$ cat src/rtl/cascu_pkg.sv
// cascu_pkg: types and constants shared by the clock/alarm/stopwatch mode controller
// no dependencies; used by the interfaces, the update logic, the top level and the checker
`timescale 1ns / 1ps

package cascu_pkg;

    // event codes
    typedef enum logic [2:0] {
        CMD_MODE_SHORT  = 3'd0,
        CMD_START_SHORT = 3'd1,
        CMD_LIGHT_SHORT = 3'd2,
        CMD_MODE_HOLD1  = 3'd3,
        CMD_MODE_HOLD2  = 3'd4,
        CMD_MODE_HOLD3  = 3'd5,
        CMD_SEC_TICK    = 3'd6,
        CMD_POLL        = 3'd7
    } t_cmd;

    // operating modes
    typedef enum logic [1:0] {
        MODE_IDLE   = 2'd0,
        MODE_ADJUST = 2'd1,
        MODE_ALARM  = 2'd2,
        MODE_SW     = 2'd3
    } t_mode;

    // clock field codes
    localparam logic [2:0] FLD_DATE   = 3'd0;
    localparam logic [2:0] FLD_MONTH  = 3'd1;
    localparam logic [2:0] FLD_YEAR   = 3'd2;
    localparam logic [2:0] FLD_HOUR   = 3'd3;
    localparam logic [2:0] FLD_MINUTE = 3'd4;
    localparam logic [2:0] FLD_SECOND = 3'd5;

    // alarm field codes
    localparam logic [1:0] AF_HOUR   = 2'd0;
    localparam logic [1:0] AF_MINUTE = 2'd1;
    localparam logic [1:0] AF_SECOND = 2'd2;

    // blink interval after reset
    localparam logic [15:0] BLINK_RESET_MS = 16'd500;

    // input event payload
    typedef struct packed {
        logic [2:0]  command;
        logic [4:0]  rtc_date;
        logic [3:0]  rtc_month;
        logic [6:0]  rtc_year;
        logic [4:0]  rtc_hour;
        logic [5:0]  rtc_minute;
        logic [5:0]  rtc_second;
        logic [9:0]  sub_count;
        logic [31:0] ms_now;
    } t_evt;

    // result payload
    typedef struct packed {
        logic [1:0] mode;
        logic [2:0] selected_field;
        logic       rtc_write;
        logic [2:0] rtc_write_field;
        logic [6:0] rtc_write_value;
        logic       backlight;
        logic       alarm_armed;
        logic       alarm_ringing;
        logic       stopwatch_running;
        logic [7:0] stopwatch_minutes;
        logic [5:0] stopwatch_seconds;
        logic [6:0] stopwatch_hundredths;
    } t_res;

    // controller state
    typedef struct packed {
        t_mode       mode;
        logic [2:0]  adjust_field;
        logic [1:0]  alarm_field;
        logic [4:0]  alarm_hour;
        logic [5:0]  alarm_minute;
        logic [5:0]  alarm_second;
        logic        armed;
        logic        ringing;
        logic        light;
        logic        run_req;
        logic        tick_en;
        logic [7:0]  sw_minutes;
        logic [5:0]  sw_seconds;
        logic [6:0]  sw_hundredths;
        logic [31:0] last_toggle_ms;
    } t_state;

endpackage

$ cat src/rtl/cascu_if.sv
// cascu_if: valid/ready channel interfaces for events, results and configuration
// depends on cascu_pkg for the payload types
`timescale 1ns / 1ps

// event channel
interface cascu_evt_if import cascu_pkg::*; ();
    logic valid;
    logic ready;
    t_evt data;

    modport source (output valid, output data, input ready);
    modport sink   (input valid, input data, output ready);
endinterface

// result channel
interface cascu_res_if import cascu_pkg::*; ();
    logic valid;
    logic ready;
    t_res data;

    modport source (output valid, output data, input ready);
    modport sink   (input valid, input data, output ready);
endinterface

// configuration write channel, blink interval only
interface cascu_cfg_if import cascu_pkg::*; ();
    logic        valid;
    logic        ready;
    logic [15:0] data;

    modport source (output valid, output data, input ready);
    modport sink   (input valid, input data, output ready);
endinterface

$ cat src/rtl/cascu_update.sv
// cascu_update: next-state and result logic for one event, purely combinational
// depends on cascu_pkg for state, event and result types
`timescale 1ns / 1ps

module cascu_update import cascu_pkg::*; (
    input  t_state      i_state,
    input  t_evt        i_evt,
    input  logic [15:0] i_blink_ms,
    output t_state      o_state,
    output t_res        o_res
);

    logic [4:0]  date_nx;
    logic [3:0]  month_nx;
    logic [7:0]  year_p1;
    logic [6:0]  year_nx;
    logic [5:0]  hour_p1;
    logic [4:0]  hour_nx;
    logic [6:0]  min_p1;
    logic [5:0]  min_nx;
    logic [6:0]  sec_p1;
    logic [5:0]  sec_nx;
    logic [5:0]  ahour_p1;
    logic [6:0]  amin_p1;
    logic [6:0]  asec_p1;
    logic [17:0] hund_prod;
    logic [6:0]  hund_raw;
    logic [6:0]  hund_sat;
    logic [6:0]  swsec_p1;
    logic [31:0] elapsed;
    logic        blink_due;
    logic        alarm_match;
    logic        wr;
    logic [2:0]  wf;
    logic [6:0]  wv;
    logic [2:0]  sel;
    t_state      n;

    // clock field increments with wrap
    always_comb begin
        date_nx  = (i_evt.rtc_date == 5'd31) ? 5'd1 : i_evt.rtc_date + 5'd1;
        month_nx = (i_evt.rtc_month >= 4'd12) ? i_evt.rtc_month - 4'd11
                                              : i_evt.rtc_month + 4'd1;
        year_p1  = {1'b0, i_evt.rtc_year} + 8'd1;
        year_nx  = (year_p1 >= 8'd100) ? 7'(year_p1 - 8'd100) : year_p1[6:0];
        hour_p1  = {1'b0, i_evt.rtc_hour} + 6'd1;
        hour_nx  = (hour_p1 >= 6'd24) ? 5'(hour_p1 - 6'd24) : hour_p1[4:0];
        min_p1   = {1'b0, i_evt.rtc_minute} + 7'd1;
        min_nx   = (min_p1 >= 7'd60) ? 6'(min_p1 - 7'd60) : min_p1[5:0];
        sec_p1   = {1'b0, i_evt.rtc_second} + 7'd1;
        sec_nx   = (sec_p1 >= 7'd60) ? 6'(sec_p1 - 7'd60) : sec_p1[5:0];
    end

    // alarm, stopwatch and blink helpers
    always_comb begin
        ahour_p1    = {1'b0, i_state.alarm_hour} + 6'd1;
        amin_p1     = {1'b0, i_state.alarm_minute} + 7'd1;
        asec_p1     = {1'b0, i_state.alarm_second} + 7'd1;
        // divide by ten as multiply by 205 and shift by 11, exact below 1024
        hund_prod   = 18'(i_evt.sub_count) * 18'd205;
        hund_raw    = hund_prod[17:11];
        hund_sat    = (hund_raw > 7'd99) ? 7'd99 : hund_raw;
        swsec_p1    = {1'b0, i_state.sw_seconds} + 7'd1;
        elapsed     = i_evt.ms_now - i_state.last_toggle_ms;
        blink_due   = elapsed >= {16'd0, i_blink_ms};
        alarm_match = i_state.armed
                   && (i_evt.rtc_hour == i_state.alarm_hour)
                   && (i_evt.rtc_minute == i_state.alarm_minute)
                   && (i_evt.rtc_second == i_state.alarm_second);
    end

    // event decode and state update
    always_comb begin
        n  = i_state;
        wr = 1'b0;
        wf = FLD_DATE;
        wv = 7'd0;
        unique case (t_cmd'(i_evt.command))
            CMD_MODE_SHORT: begin
                if (i_state.mode == MODE_ALARM) n.armed = 1'b1;
                n.mode = MODE_IDLE;
            end
            CMD_START_SHORT: begin
                unique case (i_state.mode)
                    MODE_ADJUST: begin
                        wr = (i_state.adjust_field <= FLD_SECOND);
                        wf = wr ? i_state.adjust_field : FLD_DATE;
                        priority case (i_state.adjust_field)
                            FLD_DATE:   wv = {2'd0, date_nx};
                            FLD_MONTH:  wv = {3'd0, month_nx};
                            FLD_YEAR:   wv = year_nx;
                            FLD_HOUR:   wv = {2'd0, hour_nx};
                            FLD_MINUTE: wv = {1'b0, min_nx};
                            FLD_SECOND: wv = {1'b0, sec_nx};
                            default:    wv = 7'd0;
                        endcase
                    end
                    MODE_ALARM: begin
                        priority case (i_state.alarm_field)
                            AF_HOUR: n.alarm_hour = (ahour_p1 >= 6'd24) ? 5'd0
                                                                        : ahour_p1[4:0];
                            AF_MINUTE: n.alarm_minute = (amin_p1 >= 7'd60) ? 6'd0
                                                                           : amin_p1[5:0];
                            AF_SECOND: n.alarm_second = (asec_p1 >= 7'd60) ? 6'd0
                                                                           : asec_p1[5:0];
                            default: ;
                        endcase
                    end
                    MODE_SW:   n.run_req = ~i_state.run_req;
                    MODE_IDLE: ;
                endcase
            end
            CMD_LIGHT_SHORT: begin
                // a press while ringing acknowledges and disarms
                if (i_state.ringing) begin
                    n.armed   = 1'b0;
                    n.ringing = 1'b0;
                end
                unique case (i_state.mode)
                    MODE_IDLE: n.light = ~i_state.light;
                    MODE_ADJUST: begin
                        if (i_state.adjust_field < FLD_SECOND) begin
                            n.adjust_field = i_state.adjust_field + 3'd1;
                        end else if (i_state.adjust_field == FLD_SECOND) begin
                            n.adjust_field = FLD_DATE;
                        end
                    end
                    MODE_ALARM: begin
                        priority case (i_state.alarm_field)
                            AF_SECOND: n.alarm_field = AF_MINUTE;
                            AF_MINUTE: n.alarm_field = AF_HOUR;
                            AF_HOUR:   n.alarm_field = AF_SECOND;
                            default: ;
                        endcase
                    end
                    MODE_SW: begin
                        n.sw_minutes    = 8'd0;
                        n.sw_seconds    = 6'd0;
                        n.sw_hundredths = 7'd0;
                    end
                endcase
            end
            CMD_MODE_HOLD1: begin
                if (i_state.mode == MODE_IDLE) begin
                    n.mode         = MODE_ADJUST;
                    n.adjust_field = FLD_DATE;
                end
            end
            CMD_MODE_HOLD2: begin
                if (i_state.mode == MODE_ADJUST) begin
                    n.mode         = MODE_ALARM;
                    n.alarm_field  = AF_SECOND;
                    n.alarm_hour   = 5'd0;
                    n.alarm_minute = 6'd0;
                    n.alarm_second = 6'd0;
                end
            end
            CMD_MODE_HOLD3: begin
                if (i_state.mode == MODE_ALARM) begin
                    n.mode    = MODE_SW;
                    n.run_req = 1'b0;
                end
            end
            CMD_SEC_TICK: begin
                if (i_state.tick_en) begin
                    if (swsec_p1 >= 7'd60) begin
                        n.sw_seconds = 6'd0;
                        n.sw_minutes = i_state.sw_minutes + 8'd1;
                    end else begin
                        n.sw_seconds = swsec_p1[5:0];
                    end
                end
            end
            CMD_POLL: begin
                if (i_state.mode == MODE_SW) begin
                    if (i_state.run_req) begin
                        n.sw_hundredths = hund_sat;
                        n.tick_en       = 1'b1;
                    end else begin
                        n.tick_en = 1'b0;
                    end
                end
                if (alarm_match) n.ringing = 1'b1;
                // blink while ringing, including a match on this poll
                if (n.ringing && blink_due) begin
                    n.light          = ~i_state.light;
                    n.last_toggle_ms = i_evt.ms_now;
                end
            end
        endcase
    end

    // selected field as shown after the update
    always_comb begin
        sel = FLD_DATE;
        if (n.mode == MODE_ADJUST) begin
            sel = n.adjust_field;
        end else if (n.mode == MODE_ALARM && n.alarm_field <= AF_SECOND) begin
            sel = {1'b0, n.alarm_field} + FLD_HOUR;
        end
    end

    // result assembly
    always_comb begin
        o_state                    = n;
        o_res.mode                 = n.mode;
        o_res.selected_field       = sel;
        o_res.rtc_write            = wr;
        o_res.rtc_write_field      = wf;
        o_res.rtc_write_value      = wv;
        o_res.backlight            = n.light;
        o_res.alarm_armed          = n.armed;
        o_res.alarm_ringing        = n.ringing;
        o_res.stopwatch_running    = n.tick_en;
        o_res.stopwatch_minutes    = n.sw_minutes;
        o_res.stopwatch_seconds    = n.sw_seconds;
        o_res.stopwatch_hundredths = n.sw_hundredths;
    end

endmodule

$ cat src/rtl/clock_alarm_stopwatch_mode_control_unit.sv
// clock_alarm_stopwatch_mode_control_unit: mode controller for a clock with alarm and stopwatch
// depends on cascu_pkg, the channel interfaces in cascu_if and cascu_update
`timescale 1ns / 1ps

// usage
// i_evt carries one event per transaction: a button press or hold, a second tick
// or a poll with the current clock time, stopwatch sub-count and millisecond time.
// o_res returns exactly one result transaction per event, in order: mode, selected
// field, an optional clock field write, backlight, alarm flags and stopwatch count.
// i_cfg writes the blink interval in milliseconds; it is always ready. The user must
// write it only while no event is in flight; the block does not enforce this.
// an accepted event waits in the event register, and its update result is
// registered into the result register as the event leaves the event register.
// throughput: one event per cycle while o_res is not stalled; the event register and
// the result register are separate, with the full update done in one pass between them.
// when o_res is stalled the result holds and i_evt keeps taking one more event
// into the event register, then drops ready until the result is taken.
// reset (i_rst_n low, synchronous) empties both registers, sets idle mode, armed
// alarm at 00:00:00, backlight off, stopwatch cleared and the interval to 500 ms.

module clock_alarm_stopwatch_mode_control_unit import cascu_pkg::*; (
    input  logic             i_clk,
    input  logic             i_rst_n,
    cascu_evt_if.sink        i_evt,
    cascu_res_if.source      o_res,
    cascu_cfg_if.sink        i_cfg
);

    logic        r_evt_valid;
    t_evt        r_evt;
    logic        r_res_valid;
    t_res        r_res;
    t_state      r_state;
    t_state      n_state;
    t_res        n_res;
    logic [15:0] r_blink_ms;
    logic        advance;

    // pipeline flow control
    assign advance     = r_evt_valid && (!r_res_valid || o_res.ready);
    assign i_evt.ready = !r_evt_valid || advance;
    assign i_cfg.ready = 1'b1;
    assign o_res.valid = r_res_valid;
    assign o_res.data  = r_res;

    // event register
    always_ff @(posedge i_clk) begin
        if (!i_rst_n) begin
            r_evt_valid <= 1'b0;
        end else if (i_evt.ready) begin
            r_evt_valid <= i_evt.valid;
        end
    end

    always_ff @(posedge i_clk) begin
        if (i_evt.valid && i_evt.ready) r_evt <= i_evt.data;
    end

    // update logic
    cascu_update u_update (
        .i_state    (r_state),
        .i_evt      (r_evt),
        .i_blink_ms (r_blink_ms),
        .o_state    (n_state),
        .o_res      (n_res)
    );

    // controller state
    always_ff @(posedge i_clk) begin
        if (!i_rst_n) begin
            r_state <= '{mode: MODE_IDLE, adjust_field: FLD_DATE, alarm_field: AF_HOUR,
                         armed: 1'b1, default: '0};
        end else if (advance) begin
            r_state <= n_state;
        end
    end

    // blink interval register
    always_ff @(posedge i_clk) begin
        if (!i_rst_n) begin
            r_blink_ms <= BLINK_RESET_MS;
        end else if (i_cfg.valid && i_cfg.ready) begin
            r_blink_ms <= i_cfg.data;
        end
    end

    // result register
    always_ff @(posedge i_clk) begin
        if (!i_rst_n) begin
            r_res_valid <= 1'b0;
        end else if (advance) begin
            r_res_valid <= 1'b1;
        end else if (o_res.ready) begin
            r_res_valid <= 1'b0;
        end
    end

    always_ff @(posedge i_clk) begin
        if (advance) r_res <= n_res;
    end

endmodule

$ cat src/flat_wrapper.sv
// flat-port wrapper written by rule: the top's interface ports become plain ports
module clock_alarm_stopwatch_mode_control_unit_flat import cascu_pkg::*;
  (i_clk, i_rst_n, i_evt_valid, i_evt_data, i_evt_ready, o_res_valid, o_res_data, o_res_ready, i_cfg_valid, i_cfg_data, i_cfg_ready);
  cascu_evt_if i_evt_i ();
  cascu_res_if o_res_i ();
  cascu_cfg_if i_cfg_i ();
  input  logic i_clk;
  input  logic i_rst_n;
  input wire logic [$bits(i_evt_i.valid)-1:0] i_evt_valid;
  input wire logic [$bits(i_evt_i.data)-1:0] i_evt_data;
  output wire logic [$bits(i_evt_i.ready)-1:0] i_evt_ready;
  output wire logic [$bits(o_res_i.valid)-1:0] o_res_valid;
  output wire logic [$bits(o_res_i.data)-1:0] o_res_data;
  input wire logic [$bits(o_res_i.ready)-1:0] o_res_ready;
  input wire logic [$bits(i_cfg_i.valid)-1:0] i_cfg_valid;
  input wire logic [$bits(i_cfg_i.data)-1:0] i_cfg_data;
  output wire logic [$bits(i_cfg_i.ready)-1:0] i_cfg_ready;
  assign i_evt_i.valid = i_evt_valid;
  assign i_evt_i.data = i_evt_data;
  assign i_evt_ready = i_evt_i.ready;
  assign o_res_valid = o_res_i.valid;
  assign o_res_data = o_res_i.data;
  assign o_res_i.ready = o_res_ready;
  assign i_cfg_i.valid = i_cfg_valid;
  assign i_cfg_i.data = i_cfg_data;
  assign i_cfg_ready = i_cfg_i.ready;
  clock_alarm_stopwatch_mode_control_unit u_core (.i_clk(i_clk), .i_rst_n(i_rst_n), .i_evt(i_evt_i), .o_res(o_res_i), .i_cfg(i_cfg_i));
endmodule
$ cat config.mk
export PLATFORM = sky130hd
export DESIGN_NAME = clock_alarm_stopwatch_mode_control_unit_flat
export DESIGN_NICKNAME = d
export VERILOG_FILES = /design/src/rtl/cascu_pkg.sv /design/src/rtl/cascu_if.sv /design/src/rtl/cascu_update.sv /design/src/rtl/clock_alarm_stopwatch_mode_control_unit.sv /design/src/flat_wrapper.sv
export SDC_FILE = /design/constraint.sdc
export NUM_CORES = 1
export LEC_CHECK = 0
export BUFFER_PORTS_ARGS = -buffer_cell sky130_fd_sc_hd__buf_2
export CORE_MARGIN = 10
export CORE_UTILIZATION = 47
export DETAILED_ROUTE_END_ITERATION = 12
export PLACE_DENSITY_LB_ADDON = 0.3
export SLEW_MARGIN = 20
export SYNTH_ARGS = -nofsm -noshare
export SYNTH_HDL_FRONTEND = slang
export SYNTH_HIERARCHICAL = 1
export SYNTH_SLANG_ARGS = --single-unit
$ cat constraint.sdc
create_clock -name i_clk -period 6.2 [get_ports i_clk]
set_input_delay 1.86 -clock i_clk [delete_from_list [all_inputs] [get_ports i_clk]]
set_output_delay 1.86 -clock i_clk [all_outputs]
set_load 0.01 [all_outputs]
==> flow_summary_export.csv <==
group,metric,value,unit
cells_and_area,finalCoreUtilization,52.0,%
clock_tree,cts_inserted_buffers,26,
cells_and_area,most-common-layout-cells,"nand2_1 (316), buf_2 (140), o21ai_0 (125), ha_1 (125), inv_1 (123)",
setup_path,critPathLaunchType,"flop",
synthesis,ys.flop_type,"edfxtp_1",
clock_tree,ctsHoldBuffers,0,
worst_hold_path,hold_class,"reg -> reg",
outcome,status,"complete, no violations",
timing,finalHoldViolations,0,
power,p_int,2.81,mW
cells_and_area,fin_cells,2322,
cells_and_area,antennaDiodeCount,0,
flow_run,maxCapViolCount,0,
floorplanning,die_area,41600,µm²
setup_path,cp-end-kind,"flop",
synthesis,synth.area.top_cells,"edfxtp_1 (22%), dfxtp_1 (13%), ha_1 (9.8%), nand2_1 (7.5%), mux2i_1 (6.4%)",
power,powerDensity,226,nW/µm²
timing,slew-limit-headroom,39.5,%
route,via_per_inst,5.61,
timing,period_share,89.6,%
synthesis,ys_seq_area_share,35.0,%
synthesis,ys_types,85,
power,vdd_drop_max,0.194,mV
placement,routabilityCongestion,0.959,
cells_and_area,final_net_count,2095,
synthesis,synthSimpleGateAreaFrac,18.0,%
cells_and_area,areaGrowthSynthToFinish,9.26,%
global_routing,grt_pass1_wl,63.1,mm
synthesis,synth_nets,2036,
power,p_comb_share,19.6,%
clock_tree,cts_resized,0,
power,leakagePower,6.75,nW
clock_tree,cts_htree_levels,1,
placement,portBuffers,141,
timing,finClkSkew,33.1,ps
timing,setup_tns,0,ps
route,ant_nets,0,
clock_tree,clk_path_buf_depth,3,
global_routing,grt_pass1_vias,12600,
synthesis,synth_compound_area_share,16.5,%
synthesis,synth_top_family_by_area,"simple AND/OR/NAND/NOR gates",
floorplanning,initial_core_util,47.6,%
timing,hold_ws,457,ps
clock_tree,cts_root_buffer,"clkbuf_16",
synthesis,yosysWarnings,6,
setup_path,worstSetupPathType,"reg -> reg",
timing,final_max_slew_viol_count,0,
synthesis,syn_area_per_cell,8.87,µm²
clock_tree,path_clk_slew,60,ps
synthesis,syn_inst,1795,
floorplanning,ios,143,
global_routing,use_met2,29.8,%
synthesis,muxShareOfSynthArea,6.70,%
setup_path,cp.arrival,6020,ps
setup_path,required,6660,ps
synthesis,synthesis.area,15900,µm²
timing,worst-slew-pin-transition,896,ps
route,drt-initial-drc-count,968,
setup_path,crit_path_max_fanout,17,
power,power_frac_seq,41.3,%
power,swShare,28.6,%
cells_and_area,final_common_cell,"nand2_1",
synthesis,synth_fa_ha_area_share,12.0,%
global_routing,grtUsageTotal,18.0,%
synthesis,synth_async_sr_flop_share,0,%
global_routing,grt_busiest_layer,"met2",
clock_tree,cts_num_sinks,219,
synthesis,synth-edff-count,119,
clock_tree,cts_tree,"built",
timing,rsz0062_at_grt,"no",
power,clock_power_share,39.1,%
floorplanning,coreArea,33400,µm²
floorplanning,die_x,204,µm
placement,post-dp-hpwl,28.4,mm
clock_tree,post-cts-setup-buffers,0,
timing,setup_violations,0,
synthesis,ys_ff_latch,219,
placement,dp_cells,2273,
floorplanning,fp-row-count,67,
clock_tree,worstSkewPairLatency,560,ps
placement,pre_cts_ws,727,ps
global_routing,use_met1,23.9,%
route,drc,0,
timing,layout_setup_ws,642,ps
global_routing,met3_usage,2.50,%
synthesis,synth_largest_area_cell,"edfxtp_1",
cells_and_area,drive_gt1_share,11.6,%
route,drt-wirelength-per-cell,16.6,µm
route,num_vias,13000,
timing,fin_crit,5560,ps
global_routing,grt_max_degree,93,
global_routing,overflow,0,
timing,max_freq,180,MHz
route,drt_wl_total,38.6,mm
route,drtPass1Iterations,6,
power,switchingPower,1.12,mW
floorplanning,die_y,204,µm
synthesis,yosys.area_share.xor_xnor,3.91,%
synthesis,synth_top_area_share,22.4,%
global_routing,antenna_found_initial,0,
## cell families (layout without fill, tap and decap cells)
family,count (synthesis),after routing
compound gates,402,402
xor+xnor,71,71
fa+ha+maj,142,142
buf+inv,245,324
flops,219,219
mux,106,106
other cells,1,1
simple gates,609,609
## synthesized netlist by cell type, drive strengths merged, types with 4 or more instances
cell type  count
a22o          10
nand2        316
edfxtp       119
nor2b         30
or3            9
o22ai          5
o21ai        132
fa            17
and2          42
nand3         39
a22oi         36
a211oi        12
a32o           7
and4           6
o31ai          6
clkbuf        44
or2            5
o21a           7
ha           125
nor3          24
a31oi         13
and3          21
o2111ai        4
dfxtp        100
inv          124
buf           76
a2111oi        5
nor3b          7
a21boi         4
nand2b        13
a21oi         66
mux2i        101
nor2          67
mux2           5
o211ai        41
xnor2         39
xor2          32
a21o          17
o21bai         5
nor4           7
nand4         14
## sequential cells by signal (all words and copies together), names as in the netlist
name and flops:
u_core/o_res.data 41, u_core/o_res.valid 1, u_core/r_blink_ms 16, u_core/r_evt 78
u_core/r_evt_valid 1, u_core/r_state 82
## routing by layer
layer | vias to the layer above | wire (µm)
li1 | 6468 | -
met1 | 6115 | 17600
met2 | 377 | 18100
met3 | 63 | 2050
met4 | 0 | 892
met5 | - | 0
## worst max-delay path, stage by stage, from the launching register on
cell and delay (ps):
edfxtp_1 350, inv_1 90, ha_1 170, inv_1 50, fa_1 400, a21oi_1 210
o22ai_2 160, o2111ai_2 280, nand2_1 120, nand3_1 120, nand2_1 80, a21o_1 200
a21oi_1 170, xnor2_1 140, ha_1 260, nor2b_1 130, o21ai_0 150, nand3_1 90
a2111oi_1 280, o2111ai_1 150, or4_1 560, or2_1 490, buf_4 340, o211ai_1 230
nand2_1 80, mux2i_1 160
## power by group through the flow
stage / logic (mW) / clock network [mW] / registers (mW)
CTS: 0.774 / 1.59 / 1.63
detailed placement: 0.767 / 0 / 1.66
finish: 0.773 / 1.54 / 1.62
global placement: 0.757 / 0 / 1.65
floorplan: 0.588 / 0 / 1.64
global route: 0.878 / 1.63 / 1.63
## through the flow
stage          total power [mW]  instance area [µm²]
6_report                   3.94                17400
5_1_grt                    4.14                17400
4_1_cts                    3.99                17400
3_5_place_dp               2.42                16500
3_3_place_gp               2.41                16500
2_1_floorplan              2.23                15900
## worst paths after layout
path | cells after the start | from | slack [ps] | end
worst min-delay path | 2 | u_core/r_state[36] | 460 | u_core/r_state[36]
worst min register to register | 2 | u_core/r_state[36] | 460 | u_core/r_state[36]
worst max-delay path | 25 | u_core/r_evt[0] | 640 | u_core/r_state[26]
worst max register to register | 25 | u_core/r_evt[0] | 640 | u_core/r_state[26]
## final cells by class
cell class | count | area, µm²
clock buffer | 31 | 689
clock inverter | 17 | 181
fill | 3047 | 16100
inverter | 124 | 465
multi-input combinational | 1331 | 9110
sequential | 219 | 5580
tap | 448 | 561
timing repair buffer | 152 | 816
(Power assumes the default switching activity.)
